$ cat src/hdl/gbn_ram.sv
// ----------------------------------------------------------------------------
// gbn_ram
// Generic simple dual-port RAM: one write port, one registered read port.
// ----------------------------------------------------------------------------
module gbn_ram #(
    parameter int WIDTH = 8,
    parameter int DEPTH = 64
) (
    input  logic                     i_clk,
    input  logic                     i_we,
    input  logic [$clog2(DEPTH)-1:0] i_waddr,
    input  logic [WIDTH-1:0]         i_wdata,
    input  logic [$clog2(DEPTH)-1:0] i_raddr,
    output logic [WIDTH-1:0]         o_rdata
);

    logic [WIDTH-1:0] r_mem [DEPTH];
    logic [WIDTH-1:0] r_rdata;

    always_ff @(posedge i_clk) begin
        if (i_we) begin
            r_mem[i_waddr] <= i_wdata;
        end
        r_rdata <= r_mem[i_raddr];
    end

    assign o_rdata = r_rdata;

endmodule

$ cat config.mk
export PLATFORM = sky130hd
export DESIGN_NAME = gbn_ram
export DESIGN_NICKNAME = d
export VERILOG_FILES = /design/src/hdl/gbn_ram.sv
export SDC_FILE = /design/constraint.sdc
export NUM_CORES = 1
export LEC_CHECK = 0
export ABC_CLOCK_PERIOD_IN_PS = 2100
export BUFFER_PORTS_ARGS = -buffer_cell sky130_fd_sc_hd__buf_2
export CORE_MARGIN = 4
export CORE_UTILIZATION = 45
export CTS_CLUSTER_DIAMETER = 100
export DETAILED_ROUTE_END_ITERATION = 12
export PLACE_DENSITY = 0.68
export SLEW_MARGIN = 20
export SYNTH_ARGS = -nofsm -noshare
export SYNTH_HDL_FRONTEND = slang
export SYNTH_SLANG_ARGS = --single-unit
$ cat constraint.sdc
create_clock -name i_clk -period 2.1 [get_ports i_clk]
set_clock_uncertainty 0.1 [all_clocks]
set_input_delay 0.105 -clock i_clk [delete_from_list [all_inputs] [get_ports i_clk]]
set_output_delay 0.105 -clock i_clk [all_outputs]
set_load 0.005 [all_outputs]
# Word level (Yosys, flattened, before mapping)
# Memory sizes are Yosys's and may differ from the RTL's. A register that Yosys moved wholly into a read port is not among the register bits.
# Index checks and enable logic that the tools add are counted.
[word_totals]
mem_bits_rw = 512
register_bits = 0
in_bits = 22
wordCells = 3
output_inout_bits = 8
n_memories = 1
[memory_table]
columns = ["name", "words", "width", "read_ports", "rd_clocked_by_memory_dff", "wr", "line_no", "text"]
rows = [
  ["r_mem", 64, 8, 1, 1, 1, "17", "logic [WIDTH-1:0] r_mem [DEPTH];"],
]
[classes]
muxes = 2
[ops]
columns = ["cell", "count"]
rows = [
  ["2-to-1 mux 1 bit", 2],
]

# Logic depth before layout (Yosys ltp)
# Gate-level depths: netlist (run 1).
[depth]
depth_word = 2
ltp_mapped = 9
mapped_depth_nobuf = 5

# Least setup slack after synthesis (run 1)
# OpenSTA, ideal clock, no wires.
[synth_timing]
kind = "in2reg"
startpoint = "in i_raddr[1]"
endpoint = "reg r_rdata[3] (netlist: o_rdata[3]) (read register of r_mem)"
stages = 7
setup_ps = 128
setup_slack_ps = 227
n_path_buf = 3
t_arrival_ps = 1645
t_required_ps = 1872
cell_sequence = "buf_4 -> buf_2 -> buf_2 -> mux4_2 -> mux4_2 -> o21ai_1 -> o41ai_1"
[synth_rtl]
columns = ["item", "line_no", "text"]
rows = [
  ["from (decl)", "13", "input logic [$clog2(DEPTH)-1:0] i_raddr,"],
  ["to (decl)", "18", "logic [WIDTH-1:0] r_rdata;"],
]

==> flow_metrics.tcl, run 1 <==
set metrics [dict create \
    layout.nets 1163 \
    io_pins 30 \
    grt_util_all_layers_pct 19.54 \
    total_leakage_power_nw 7.810 \
    cp_buf_inv_count 0 \
    clk_pin_slew_worst_paths_ns 0.06 \
    unrepaired_setup_endpoints_after_global_routing "no" \
    layout.cell_area.non_filler_mm2 0.02392 \
    netlist_area_mm2 0.02017 \
    worstPathArrival_ns 2.36 \
    worst-setup-path-type "reg -> reg" \
    clock_tree_from_tritoncts "built" \
    internal_power_mw 16.94 \
    io_buffer_count 29 \
    run_status "finished clean" \
    period_minus_slack_ns 2.039 \
    power.switching_mw 4.414 \
    timing.critical_path.from_type "flip-flop" \
    insertion_delay_ns 0.58 \
    ys_types 40 \
    slowest_delay_ns 0.50 \
    crit_required_ns 2.43 \
    power.share.combinational_pct 5.8 \
    cts_root_buffer "clkbuf_16" \
    core_area_mm2 0.04422 \
    path_cells "mux4_2 > mux4_2 > o21ai_1 > o41ai_1" \
    crit_end "o_rdata[3]$_DFF_P_" \
    start_util_pct 45.60 \
    die-height_um 219.7 \
    post_cts_repair_setup_buffers 0 \
    dominantRegCellSynth "edfxtp_1" \
    detailroute.wirelength.met3_mm 3.086 \
    grt_start_max_net_pins 65 \
    cts_htree_levels 2 \
    layout.cells.non_filler 1772 \
    synthToLayoutAreaGrowth_pct 18.62 \
    final_max_slew_viol_count 0 \
    share_of_cells_above_drive_strength_1_pct 34.27 \
    synth_fp_nets 962 \
    globalRouteOverflowTotal 0 \
    die_width_um 219.7 \
    r2r_start "r_mem[52][3]$_DFFE_PP_" \
    wl_per_cell_um 25.95 \
    power.sequential.fraction_pct 53.9 \
    max-vdd-ir-drop_mv 0.5811 \
    detailedRoute.firstIterationViolations 1077 \
    holdCritPathClass "in -> reg" \
    detailedRoute.firstPassIterationCount 6 \
    wl_met2_mm 22.48 \
    grt_pass1_vias 10540 \
    yosysTopAreaCell "edfxtp_1" \
    drt_drc_violations_left 0 \
    critPathCaptureType "flip-flop" \
    fmax_ghz 0.4905 \
    cp_max_fo 1 \
    layout.filler_cells 3317 \
    dp_hpwl_mm 29.87 \
    route.detailed.vias_per_inst 5.727 \
    dpl.cell_count 1673 \
    highest_layer "met5" \
    synth.yosys.seq_area_share_pct 77.03 \
    cts-root-to-sink-buffers 3 \
    post-route-period-util_pct 97.08 \
    power_per_cell_area_mw_per_mm2 892.7 \
    avgSynthCellArea_um2 21.45 \
    top_post_synthesis_cells_by_count "edfxtp_1, mux4_2, nor2_1" \
    detail_route.wirelength_mm 45.98 \
    max_transition_margin_pct 56.13 \
    cts_buffers 50 \
    post_synth_inst_count 940 \
    place_congestion 0.8409 \
    synth-seq-cells 520 \
    yosys.cell_count.top_type "edfxtp_1" \
    cp.depth 4 \
    rr_worst_depth 4 \
    tightest_slew_ns 0.6581 \
    relative_contribution_of_the_clock_network_to_total_power_pct 40.3 \
    grt_pass1_wl_mm 68.92 \
    yosysWarningCount 0 \
    critical-path-top-cell-by-count "mux4_2" \
    setup_viol_count_final 0 \
    timing.critical_path.slowest_stage_cell "mux4_2" \
    worstSetupStartpoint "r_mem[52][3]$_DFFE_PP_" \
    maxCapViolCount 0 \
    synthDominantCellAreaShare_pct 76.24 \
    route.vias.total 10150 \
    timing_hold_violations_final 0 \
    worstReg2RegEnd "o_rdata[3]$_DFF_P_" \
    cts_num_sinks 520 \
    synth_area_leaders "edfxtp_1, mux4_2, nor2_1" \
    sw_frac_of_total_pct 20.67 \
    regToRegSetupSlack_ns 0.06 \
    worst_path_top_cell_family_by_delay "multiplexers" \
    num_rows 77 \
    drt-met1-wl_mm 19.15 \
    number_of_flops_mapped_to_enable_cells_by_yosys 512 \
    fp.dieArea_mm2 0.04827 \
    antenna_found_initial 2 \
    route.antenna.remaining_nets 0 \
    dpl-instance-area_mm2 0.02226 \
    async_flop_share_pct 0 \
    hold_path_startpoint "i_wdata[4]" \
]
-- sequential cells by signal, indices dropped and copies added (netlist names) --
signal   cells
o_rdata      8
r_mem      512
-- layout make-up --
cell class	count	area, um^2	share of cell area, %
sequential	520	15530	64.94
clock inverter	30	239.0	0.9990
timing repair buffer	200	1750	7.317
antenna	1	2.502	0.01046
multi-input combinational	369	4345	18.16
tap	592	740.7	3.096
clock buffer	60	1310	5.476
-- worst min path at each step --
stage	endpoint	depth (start not counted)
4_1_cts	r_mem[1][4]$_DFFE_PP_	1
6_report	r_mem[18][4]$_DFFE_PP_	1
3_5_place_dp	r_mem[48][5]$_DFFE_PP_	1
5_1_grt	r_mem[18][4]$_DFFE_PP_	1
3_3_place_gp	r_mem[49][5]$_DFFE_PP_	1
2_1_floorplan	r_mem[0][0]$_DFFE_PP_	0
-- cells in the final DEF (no fill, tap or decap), types with 19 or more instances in the layout --
cell | synthesis | routed
edfxtp_1 | 512 | 512
buf_4 | 13 | 142
mux4_2 | 126 | 126
nor2_1 | 83 | 83
clkbuf_16 | 0 | 51
buf_2 | 11 | 26
mux2i_1 | 23 | 23
buf_12 | 2 | 23
nand2_1 | 19 | 19
-- per-stage QoR --
step	total power [mW]	setup TNS, ns	utilization, %	hold slack [ns]	worst slack (ns)
2_1_floorplan	12.34	0	-	0.1039	0.2273
3_3_place_gp	12.95	-1.677	50.34	0.3623	-0.3980
3_5_place_dp	12.97	-1.722	50.34	0.3701	-0.4189
4_1_cts	21.51	0	54.08	0.009188	0.005655
5_1_grt	22.05	0	54.09	0.03820	0.006324
6_report	21.36	0	54.10	0.01513	0.06127
-- layer usage --
metal  vias up  GRT usage, %
met4         4         6.489
met1      5354         27.59
met3        81         3.020
met2       367         31.64
met5         -             0
li1       4342             -
-- logic make-up (layout without fill, tap and decap cells) --
group           count (synthesis)  in the layout  share of synthesized area (%)
compound gates                 54             54                          2.072
other cells                     0              1                              0
flops                         520            520                          77.03
mux                           162            162                          15.94
simple gates                  153            153                          3.387
buf+inv                        51            290                          1.570
-- repair_timing --
| item | 4_1_cts | 5_1_grt |
|---|---|---|
| pin swaps | 0 | 1 |
| endpoints found under the setup margin | 3 | 3 |
| hold buffers | 8 | 0 |
| gates resized for setup | 5 | 2 |
| endpoints found under the hold margin | 284 | 0 |
-- power by group through the flow --
stage | clock network, mW | registers [mW] | logic [mW]
detailed placement | 0 | 11.7 | 1.23
global placement | 0 | 11.7 | 1.21
finish | 8.60 | 11.5 | 1.23
floorplan | 0 | 11.7 | 0.612
global route | 9.22 | 11.5 | 1.32
CTS | 8.74 | 11.5 | 1.25
No activity file was read; power rests on OpenSTA's default activity.
==> run 2: changes to the inputs <==
--- a/config.mk
+++ b/config.mk
@@ -8,10 +8,10 @@
 export ABC_CLOCK_PERIOD_IN_PS = 2100
 export BUFFER_PORTS_ARGS = -buffer_cell sky130_fd_sc_hd__buf_2
 export CORE_MARGIN = 4
-export CORE_UTILIZATION = 45
+export CORE_UTILIZATION = 62
 export CTS_CLUSTER_DIAMETER = 100
 export DETAILED_ROUTE_END_ITERATION = 12
-export PLACE_DENSITY = 0.68
+export PLACE_DENSITY = 0.87
 export SLEW_MARGIN = 20
 export SYNTH_ARGS = -nofsm -noshare
 export SYNTH_HDL_FRONTEND = slang
==> flow_metrics.tcl, run 2 (synthesized netlist as in run 1, its figures left out) <==
set metrics [dict create \
    setup_viol_count_final 0 \
    place_congestion 0.8636 \
    whs_ns 0.05872 \
    grt_util_all_layers_pct 27.98 \
    grt_pass1_wl_mm 73.22 \
    worstPathArrival_ns 2.41 \
    sw_frac_of_total_pct 20.96 \
    power_per_cell_area_mw_per_mm2 895.2 \
    fmax_ghz 0.4785 \
    path_cells "mux4_2 > mux2_4 > o221a_2 > nor3_4 > o32ai_2" \
    synthToLayoutAreaGrowth_pct 16.86 \
    final_max_slew_viol_count 0 \
    drt_drc_violations_left 0 \
    maxCapViolCount 0 \
    fp.dieArea_mm2 0.03548 \
    hold-path-endpoint "r_mem[26][1]$_DFFE_PP_" \
    timing.critical_path.from_type "flip-flop" \
    die-height_um 188.4 \
    layout.filler_cells 1576 \
    num_rows 65 \
    worstReg2RegEnd "o_rdata[4]$_DFF_P_" \
    tightest_slew_ns 0.7302 \
    final_cell_mix "edfxtp_1, buf_4, mux4_2" \
    max-vdd-ir-drop_mv 0.7039 \
    hold-path-cell-count 1 \
    r2r_start "r_mem[21][4]$_DFFE_PP_" \
    largest_register_ffs 512 \
    cts_num_sinks 520 \
    dp_hpwl_mm 29.13 \
    max_transition_margin_pct 51.32 \
    timing.critical_path.slowest_stage_cell "mux4_2" \
    route.antenna.remaining_nets 0 \
    total_leakage_power_nw 7.747 \
    internal_power_mw 16.67 \
    unrepaired_setup_endpoints_after_global_routing "no" \
    registers.top_by_ff_count "r_mem" \
    wl_per_cell_um 30.24 \
    dpl-instance-area_mm2 0.02193 \
    power.sequential.fraction_pct 54.6 \
    detailedRoute.firstIterationViolations 1509 \
    power.share.combinational_pct 5.9 \
    post-route-period-util_pct 99.52 \
    route.detailed.vias_per_inst 6.682 \
    route.vias.total 10820 \
    run_status "finished clean" \
    core_area_mm2 0.03180 \
    slowest_delay_ns 0.47 \
    die_width_um 188.4 \
    cp_max_fo 1 \
    layout.cell_area.non_filler_mm2 0.02357 \
    regToRegSetupSlack_ns 0.01 \
    period_minus_slack_ns 2.090 \
    hold_path_startpoint "i_wdata[1]" \
    cts_htree_levels 2 \
    globalRouteOverflowTotal 0 \
    start_util_pct 63.42 \
    critPathCaptureType "flip-flop" \
    io_buffer_count 29 \
    detail_route.wirelength_mm 48.96 \
    final.setup.tns_ns 0 \
    antenna_found_initial 2 \
    cts-root-to-sink-buffers 3 \
    worst-setup-path-type "reg -> reg" \
    crit_required_ns 2.42 \
    grt_start_max_net_pins 65 \
    clk_pin_slew_worst_paths_ns 0.06 \
    power.switching_mw 4.422 \
    layout.nets 1160 \
    cts_root_buffer "clkbuf_16" \
    share_of_cells_above_drive_strength_1_pct 34.47 \
    relative_contribution_of_the_clock_network_to_total_power_pct 39.5 \
    rr_worst_depth 5 \
    overall_power_after_layout_mw 21.10 \
    clock_tree_from_tritoncts "built" \
    holdCritPathClass "in -> reg" \
    grt_pass1_vias 11070 \
    insertion_delay_ns 0.56 \
    io_pins 30 \
    timing_hold_violations_final 0 \
    cts_buffers 49 \
    detailedRoute.firstPassIterationCount 8 \
    layout_commonest_cell "edfxtp_1" \
]
-- run 2: routing by layer --
layer | track usage [%] | wire length, um
met5 | 0 | 7
met4 | 9.417 | 2091
met3 | 7.373 | 5369
met2 | 45.25 | 24190
met1 | 38.05 | 17300
-- run 2: what timing repair did --
action,4_1_cts,5_1_grt
pin swaps,1,2
buffers inserted,0,0
hold buffers,7,0
resized for setup,5,3
endpoints found under the setup margin,4,2
gates cloned,0,0
endpoints found under the hold margin,142,0
-- run 2: stage by stage --
stage,instances,util (%),setup WS (ns)
after global routing,1618,74.10,0.00005795
after global placement,1515,68.97,-0.09364
after detailed placement,1515,68.97,-0.1467
after floorplan,940,-,0.2273
final,1619,74.11,0.01016
after CTS,1613,74.00,0.01617
-- run 2: worst max-delay path, delay by kind of cell, from the launching register on --
| kind | cells | cell delay [ns] |
|---|---|---|
| AO/OA/AOI/OAI | 2 | 0.43 |
| multiplexers | 2 | 0.77 |
| AND/OR/NAND/NOR | 1 | 0.28 |
| flip-flops | 1 | 0.37 |
-- run 2: power by group through the flow --
stage	clock network, mW	registers (mW)	logic [mW]
global placement	0	11.7	1.12
finish	8.33	11.5	1.24
CTS	8.40	11.5	1.22
floorplan	0	11.7	0.612
global route	8.92	11.5	1.30
detailed placement	0	11.7	1.16
-- run 2: layout make-up --
type | instances | area (um^2) | area share, %
clock buffer | 65 | 1359 | 5.766
clock inverter | 26 | 152.6 | 0.6477
tap | 435 | 544.3 | 2.310
antenna | 6 | 15.01 | 0.06371
multi-input combinational | 369 | 4350 | 18.46
sequential | 520 | 15530 | 65.92
timing repair buffer | 198 | 1610 | 6.833
-- run 2: worst max path at each step --
stage	start	end	slack, ns	cells past startpoint
floorplan	i_raddr[1]	o_rdata[3]$_DFF_P_	0.23	7
global placement	i_raddr[1]	o_rdata[2]$_DFF_P_	-0.09	7
detailed placement	i_raddr[0]	o_rdata[3]$_DFF_P_	-0.15	7
CTS	r_mem[29][4]$_DFFE_PP_	o_rdata[4]$_DFF_P_	0.02	5
global route	r_mem[3][5]$_DFFE_PP_	o_rdata[5]$_DFF_P_	0.00006	5
finish	r_mem[21][4]$_DFFE_PP_	o_rdata[4]$_DFF_P_	0.01	5
