<file path="config.mk">
export PLATFORM = sky130hd
export DESIGN_NAME = gbn_iou
export DESIGN_NICKNAME = d
export VERILOG_FILES = /design/src/hdl/gbn_pkg.sv /design/src/hdl/gbn_iou.sv
export SDC_FILE = /design/constraint.sdc
export NUM_CORES = 2
export LEC_CHECK = 0
export BUFFER_PORTS_ARGS = -buffer_cell sky130_fd_sc_hd__buf_4
export CAP_MARGIN = 15
export CORE_ASPECT_RATIO = 0.8
export CORE_MARGIN = 5
export CORE_UTILIZATION = 48
export DETAILED_ROUTE_END_ITERATION = 10
export GPL_ROUTABILITY_DRIVEN = 0
export PLACE_DENSITY_LB_ADDON = 0.3
export SLEW_MARGIN = 10
export SYNTH_ARGS = -nofsm -noshare
export SYNTH_HDL_FRONTEND = slang
export SYNTH_SLANG_ARGS = --single-unit
</file>
<file path="constraint.sdc">
create_clock -name i_clk -period 14 [get_ports i_clk]
set_input_delay 0.7 -clock i_clk [delete_from_list [all_inputs] [get_ports i_clk]]
set_output_delay 0.7 -clock i_clk [all_outputs]
set_load 0.05 [all_outputs]
</file>
<file path="src/hdl/gbn_pkg.sv">
// ----------------------------------------------------------------------------
// gbn_pkg
// Types, constants and helpers of the greedy box suppression unit.
// ----------------------------------------------------------------------------
package gbn_pkg;

    // Store sizing
    localparam int MAX_BOXES = 64;
    localparam int IDX_W     = $clog2(MAX_BOXES);
    localparam int CNT_W     = $clog2(MAX_BOXES + 1);

    // Field widths
    localparam int COORD_W  = 16;
    localparam int SIZE_W   = 15;
    localparam int SCORE_W  = 16;
    localparam int LIMIT_W  = 16;
    localparam int KIDX_W   = 6;
    localparam int SIDE_W   = 16;
    localparam int AREA_W   = 32;
    localparam int PROD_W   = 48;
    localparam int FRAC_W   = 16;

    // One pixel in Q12.4
    localparam int PIX_ONE = 16;

    localparam logic [LIMIT_W-1:0] LIMIT_RESET = 16'd26214;

    // APB register map
    localparam int APB_DATA_W = 32;
    localparam int APB_ADDR_W = 3;
    localparam logic REG_OVERLAP_LIMIT = 1'b0;

    typedef struct packed {
        logic signed [COORD_W-1:0] left;
        logic signed [COORD_W-1:0] top;
        logic        [SIZE_W-1:0]  width;
        logic        [SIZE_W-1:0]  height;
    } t_box;

    localparam int BOX_W = $bits(t_box);

    // Response of the overlap unit
    typedef struct packed {
        logic done;
        logic hit;
    } t_iou_rsp;

    // Overlap length along one axis, +1 pixel convention, clamped at zero
    function automatic logic [SIDE_W-1:0] overlap_side(
        input logic signed [COORD_W-1:0] a_lo,
        input logic        [SIZE_W-1:0]  a_len,
        input logic signed [COORD_W-1:0] b_lo,
        input logic        [SIZE_W-1:0]  b_len
    );
        logic signed [COORD_W+1:0] alo;
        logic signed [COORD_W+1:0] blo;
        logic signed [COORD_W+1:0] ahi;
        logic signed [COORD_W+1:0] bhi;
        logic signed [COORD_W+1:0] lo;
        logic signed [COORD_W+1:0] hi;
        logic signed [COORD_W+1:0] d;
        alo = (COORD_W+2)'(a_lo);
        blo = (COORD_W+2)'(b_lo);
        ahi = alo + $signed({3'b000, a_len});
        bhi = blo + $signed({3'b000, b_len});
        lo  = (alo > blo) ? alo : blo;
        hi  = (ahi < bhi) ? ahi : bhi;
        d   = hi - lo + (COORD_W+2)'(PIX_ONE);
        if (d < 0) begin
            return '0;
        end
        return d[SIDE_W-1:0];
    endfunction

    // Side plus one pixel
    function automatic logic [SIDE_W-1:0] padded(input logic [SIZE_W-1:0] len);
        return {1'b0, len} + SIDE_W'(PIX_ONE);
    endfunction

endpackage

</file>
<file path="src/hdl/gbn_iou.sv">
// ----------------------------------------------------------------------------
// gbn_iou
// Multi-cycle overlap test on one shared multiplier: inter*2^16 > limit*union.
// ----------------------------------------------------------------------------
module gbn_iou (
    input  logic                           i_clk,
    input  logic                           i_rst_n,
    input  logic                           i_start,
    input  gbn_pkg::t_box                  i_box_a,
    input  gbn_pkg::t_box                  i_box_b,
    input  logic [gbn_pkg::LIMIT_W-1:0]    i_limit,
    output gbn_pkg::t_iou_rsp              o_rsp
);

    typedef enum logic [2:0] {
        S_IDLE, S_GEOM, S_MI, S_MA, S_MB, S_UN, S_ML, S_CMP
    } t_state;

    t_state                         r_state;
    logic [gbn_pkg::SIDE_W-1:0]     r_w;
    logic [gbn_pkg::SIDE_W-1:0]     r_h;
    logic [gbn_pkg::AREA_W-1:0]     r_inter;
    logic [gbn_pkg::AREA_W-1:0]     r_acc;
    logic [gbn_pkg::AREA_W-1:0]     r_uni;
    logic [gbn_pkg::PROD_W-1:0]     r_prod;
    logic                           r_done;
    logic                           r_hit;

    logic [gbn_pkg::AREA_W-1:0]     mul_a;
    logic [gbn_pkg::SIDE_W-1:0]     mul_b;
    logic [gbn_pkg::PROD_W-1:0]     mul_p;

    // Shared multiplier operand select
    always_comb begin
        unique case (r_state)
            S_MI: begin
                mul_a = gbn_pkg::AREA_W'(r_w);
                mul_b = r_h;
            end
            S_MA: begin
                mul_a = gbn_pkg::AREA_W'(gbn_pkg::padded(i_box_a.width));
                mul_b = gbn_pkg::padded(i_box_a.height);
            end
            S_MB: begin
                mul_a = gbn_pkg::AREA_W'(gbn_pkg::padded(i_box_b.width));
                mul_b = gbn_pkg::padded(i_box_b.height);
            end
            S_ML: begin
                mul_a = r_uni;
                mul_b = i_limit;
            end
            default: begin
                mul_a = '0;
                mul_b = '0;
            end
        endcase
    end

    assign mul_p = mul_a * mul_b;

    // Sequencer and datapath registers
    always_ff @(posedge i_clk) begin
        r_prod <= mul_p;
        if (!i_rst_n) begin
            r_state <= S_IDLE;
            r_done  <= 1'b0;
            r_hit   <= 1'b0;
        end else begin
            r_done <= 1'b0;
            unique case (r_state)
                S_IDLE: begin
                    if (i_start) begin
                        r_state <= S_GEOM;
                    end
                end
                S_GEOM: begin
                    r_w <= gbn_pkg::overlap_side(i_box_a.left, i_box_a.width,
                                                 i_box_b.left, i_box_b.width);
                    r_h <= gbn_pkg::overlap_side(i_box_a.top, i_box_a.height,
                                                 i_box_b.top, i_box_b.height);
                    r_state <= S_MI;
                end
                S_MI: r_state <= S_MA;
                S_MA: begin
                    r_inter <= r_prod[gbn_pkg::AREA_W-1:0];
                    r_state <= S_MB;
                end
                S_MB: begin
                    r_acc   <= r_prod[gbn_pkg::AREA_W-1:0];
                    r_state <= S_UN;
                end
                S_UN: begin
                    r_uni   <= r_acc + r_prod[gbn_pkg::AREA_W-1:0] - r_inter;
                    r_state <= S_ML;
                end
                S_ML: r_state <= S_CMP;
                S_CMP: begin
                    r_hit   <= {r_inter, {gbn_pkg::FRAC_W{1'b0}}} > r_prod;
                    r_done  <= 1'b1;
                    r_state <= S_IDLE;
                end
                default: r_state <= S_IDLE;
            endcase
        end
    end

    assign o_rsp.done = r_done;
    assign o_rsp.hit  = r_hit;

endmodule

</file>
# Yosys cells after proc, flatten, opt, wreduce, memory -nomap -nowiden
# Index checks and enable logic that the tools add are counted.
[totals]
rom_bits = 0
mem_bits_rw = 0
regBits = 181
mem_count = 0
latch_bits = 0
[op_classes]
n_lt_le_gt_ge = 7
n_reduce_logical = 5
n_eq_ne = 8
bitwise_logic = 0
n_addsub = 14
div = 0
multipliers = 1
shift = 0
mux = 19
[ops]
columns = ["operator", "n"]
rows = [
  ["$pmux W32 S4", 1],
  ["$mux W18", 4],
  ["$add A16 B16 Y17", 4],
  ["$add A15 B5 Y16 const B", 4],
  ["$mux W16", 4],
  ["$pmux W16 S4", 1],
  ["$gt A48 B48 Y1", 1],
  ["$mul A32 B16 Y48", 1],
  ["$add A18 B6 Y18 const B", 2],
  ["$lt A18 B1 Y1 const B", 2],
  ["$sub A18 B18 Y18", 2],
  ["$lt A17 B17 Y1", 2],
  ["$add A32 B32 Y32", 1],
  ["$gt A16 B16 Y1", 2],
  ["$sub A32 B32 Y32", 1],
  ["$pmux W3 S8", 1],
  ["$eq A3 B3 Y1 const B", 4],
  ["$reduce_and A2 Y1", 4],
  ["$mux W1", 7],
  ["$eq A3 B2 Y1 const B", 2],
  ["$eq A3 B1 Y1 const B", 1],
  ["$logic_not A3 Y1", 1],
  ["$mux W3", 1],
  ["$ne A2 B2 Y1 const B", 1],
]

# Longest topological paths before layout
[logic_depth]
ltp_word = 10
mapped_depth = 38
ltp_nobuf = 31

# Least setup slack after synthesis
# No wires, ideal clock.
[synth_timing]
kind = "flip-flop to flip-flop"
startpoint = "register r_state[1]"
endpoint = "register r_prod[42] in the netlist's numbering"
setup_time_ns = 0.119
slack_ns = 5.628
arrival_ns = 8.253
required_ns = 13.881
stages_incl_launch_ff = 36
path_buffers = 6
cell_sequence = "dfxtp_1 > clkbuf_1 > nor3b_1 > clkbuf_1 > buf_2 > clkbuf_1 > nand2_1 > nand2_1 > ha_1 > and3_1 > a21boi_1 > xnor2_1 > nor2_1 > nor3_1 > clkbuf_1 > nor2_1 > fa_1 > fa_1 > inv_1 > fa_1 > inv_1 > fa_1 > fa_1 > inv_1 > fa_1 > inv_1 > ha_1 > clkbuf_1 > nand2_1 > nor2_1 > nand4_1 > and3_1 > o31a_1 > o21ai_0 > a21oi_1 > xnor2_1"
[synth_between]
elab_chain_cells = 3
elab_cells_between_ends = 7
classes_between = "mul: 1; eq/ne: 4; mux: 2"
[synth_lines]
columns = ["item", "line_no", "text"]
rows = [
  ["start, declared", "gbn_iou.sv:19", "t_state r_state;"],
  ["start signal, assigned", "gbn_iou.sv:65", "r_state <= S_IDLE;"],
  ["start signal, assigned", "gbn_iou.sv:73", "r_state <= S_GEOM;"],
  ["start signal, assigned", "gbn_iou.sv:81", "r_state <= S_MI;"],
  ["$eq A3 B3 Y1 / $eq A3 B2 Y1 (equally long branches)", "gbn_iou.sv:35", "unique case (r_state)"],
  ["$pmux W32 S4 / $pmux W16 S4 (equally long branches)", "gbn_iou.sv:35", ""],
  ["$mul A32 B16 Y48 *", "gbn_iou.sv:59", "assign mul_p = mul_a * mul_b;"],
  ["via mul_p, one bit", "gbn_iou.sv:31", "logic [gbn_pkg::PROD_W-1:0] mul_p;"],
  ["end signal, assigned", "gbn_iou.sv:63", "r_prod <= mul_p;"],
  ["end, declared", "gbn_iou.sv:25", "logic [gbn_pkg::PROD_W-1:0] r_prod;"],
]
# Mark *: on every way through the listed nets, which the timed path passes. The rest lies on a longest branch.
# A chain may end at the register's enable or synchronous reset.

# Worst setup path after layout
[layout_timing]
startpoint = "register r_state[2]"
endpoint = "register r_prod[41] in the netlist's numbering"
# The elaborated chain is that of the path after synthesis.

==> out/qor.yml <==
yosys_register_bits: 181
syn_area_mm2: 0.0337
final.min_clock_period_ns: 9.77
met1_usage_pct: 38.9
slew_headroom_pct: 17.8
hold_path.startpoint: "r_prod[21]"
placedInstanceArea_mm2: 0.0357
final_util_pct: 52.4
grt_pass1_vias: 27152
grt_remaining_overflow: 0
timing.hold.worst.class: "flop to flop"
status: "finished clean"
filler_cell_count: 6470
cp_num_buf_inv: 6
hold_viol_final: 0
stdcell_area_mm2: 0.0363
synth_fp_nets: 4810
syn_to_final_growth_pct: 7.68
cts_resized: 0
proportion_of_synthesized_flip_flops_having_asynchronous_set_or_reset_pct: 0
cts_sinks: 181
die-area_mm2: 0.0756
met3_track_usage_gr_pct: 7.53
fmax_mhz: 102
criticalPathCategory: "flop to flop"
mostFrequentLayoutCells: "inv_1, nand2_1, fa_1"
grt_antenna_before_repair: 1
setup.worst_path.start_class: "flop"
timing.final.setup_violations: 0
p_comb_share_pct: 58.4
timing.hold.worst_path_depth: 0
cts-root-buf: "clkbuf_16"
pwr-share-clk_pct: 17.3
grt_start_max_net_pins: 53
io_buffer_count: 144
tightest_slew_ns: 1.23
floorplan.core_area_mm2: 0.0692
fin_ws_ns: 4.23
power.leakage_nw: 17.6
detailedPlace.worstSlack_ns: 4.47
critical-path-top-cell-by-count: "fa_1"
seq_power_share_pct: 24.2
dieWidth_um: 306
starting_density_pct: 48.7
cts.repair_timing.setup_buffer_count: 0
regArea_mm2: 0.00490
endpoint_kind: "flop"
critPathMaxFanout: 32
cts_buffers: 17
synth_top_flop_cell: "edfxtp_1"
die_height_um: 247
drt_iter0_drc: 2511
gr-max-usage-layer: "met1"
postCtsHoldBufs: 0
fin_worst_hold_slack_ns: 0.461
switching_share_pct: 44.8
drt.antenna.violating_nets: 0
timing.rr.start: "r_state[2]"
grt_setup_unrepaired: "no"
io_pins: 145
synth_edf_count: 128
regToRegSetupSlack_ns: 4.23
num_rows: 86
synth_cell_types: 91
vdd_ir_drop_max_mv: 0.0901
htreeDepth: 4
cp_slowest_stage_delay_ns: 0.91
worstHoldEndpoint: "r_acc[21]"
final_common_cell: "inv_1"
worst_ep_arrival_time_ns: 10.15
detailed_place_hpwl_um: 79600
synthesis.area_per_instance_um2: 8.79
post-route-period-util_pct: 69.8
postRouteWirelength_um: 97000
diodes: 0
worst-r2r-cell-count: 29
finalSetupTns_ns: 0
timing_max_transition_violations_final: 0
worst_reg2reg_endpoint: "r_prod[41]"
placed_cells: 4804
grt_first_pass_wirelength_um: 154000
max-cap-violations: 0
power_report.internal_total_mw: 1.62
avgRoutedWirePerCell_um: 20.1
p_per_area_mw_per_mm2: 80.7
stdcell_count: 4836
finalPower_mw: 2.93
nNetsFinal: 4873
vias_per_cell: 5.64
drt_drc_violations_left: 0
timing.clock.skew_ns: 0.0338
post_route_cells_drive_above_1_share_pct: 7.82
netSwitchingPower_mw: 1.31
dr.pass1.iters: 7
crit_family: "adder cells"
crit_required_ns: 14.38
tritoncts: "done"
use_met2_pct: 36.8
cts_buffer_depth: 2
multi_input_comb_area_mm2: 0.0255
synth.yosys.seq_area_share_pct: 14.6
timing.critical_path.slowest_stage_cell: "or3b_2"
synth.yosys.warnings: 0
routed-via-count: 27292
track_usage_pct: 25.8
clock_insertion_delay_worst_skew_ns: 0.47
cts.clk_slew.worst_paths_ns: 0.08
syn-instance-count: 3836
[worst reg2reg max path: cells and delay by family (launching register included)]
kind | cells | cell delay (ns)
DFF | 1 | 0.87
adders and majority gates | 8 | 3.80
muxes | 1 | 0.21
buffers and inverters | 6 | 0.31
and+or+nand+nor | 6 | 1.82
xor gates and xnor gates | 2 | 0.43
AOI/OAI and AO/OA | 6 | 2.25
[registers in the layout, summed over array words and instances (netlist names)]
register and flops:
r_prod 48, r_acc 32, r_inter 32, r_uni 32, r_h 16, r_w 16, r_state 3, r_done 1
r_hit 1
[logic make-up (layout without fill, tap and decap cells)]
family          after synthesis  count (layout)  synth area share (%)
simple gates               1065            1065                  14.6
buf+inv                     858             934                  9.91
compound gates              660             660                  13.2
mux                          67              67                  2.17
flops                       181             181                  14.6
fa+ha+maj                   831             831                  41.0
xor+xnor                    174             174                  4.52
[layer usage]
| layer | wire (um) | vias to the layer above |
|---|---|---|
| met1 | 44900 | 13318 |
| li1 | - | 12690 |
| met4 | 1840 | 2 |
| met2 | 39200 | 1150 |
| met5 | 13 | - |
| met3 | 11000 | 132 |
[worst max-delay path by stage]
stage,from,to,slack [ns],depth (start not counted)
after detailed placement,r_state[2],r_prod[41],4.47,25
after global routing,r_state[2],r_prod[44],3.66,28
after floorplan,r_state[1],r_prod[42],5.63,35
final,r_state[2],r_prod[41],4.23,29
after global placement,r_state[2],r_prod[43],4.70,28
after CTS,r_state[2],r_prod[41],4.44,29
[area by class of cell]
class | instances | area share (%)
inverters | 717 | 7.42
multi-input cells | 2797 | 70.4
clock buffers | 22 | 1.37
well taps | 924 | 3.19
flip-flops and latches | 181 | 13.5
repair buffers | 185 | 3.83
clock inverters | 10 | 0.283
[synth_stat cells (53+ instances only)]
cell type  count  share of area, %
nand2_1      460               5.1
a21oi_1      157               2.3
fa_1         455                27
edfxtp_1     128                11
nor2_1       217               2.4
xnor2_1       94               2.4
dfxtp_1       53               3.1
ha_1         376                14
clkbuf_1      91               1.0
o21ai_0      113               1.7
xor2_1        80               2.1
and2_1        72               1.3
nand3_1       58              0.86
inv_1        716               8.0
a21o_1       119               2.7
[power by group through the flow]
stage               Sequential [mW]  Combinational [mW]  Clock (mW)
finish                        0.710                1.71       0.508
global route                  0.712                1.92       0.535
CTS                           0.707                1.69       0.515
detailed placement            0.719                1.67           0
global placement              0.718                1.65           0
floorplan                     0.697                1.24           0
Power figures use the tool's default switching activity.
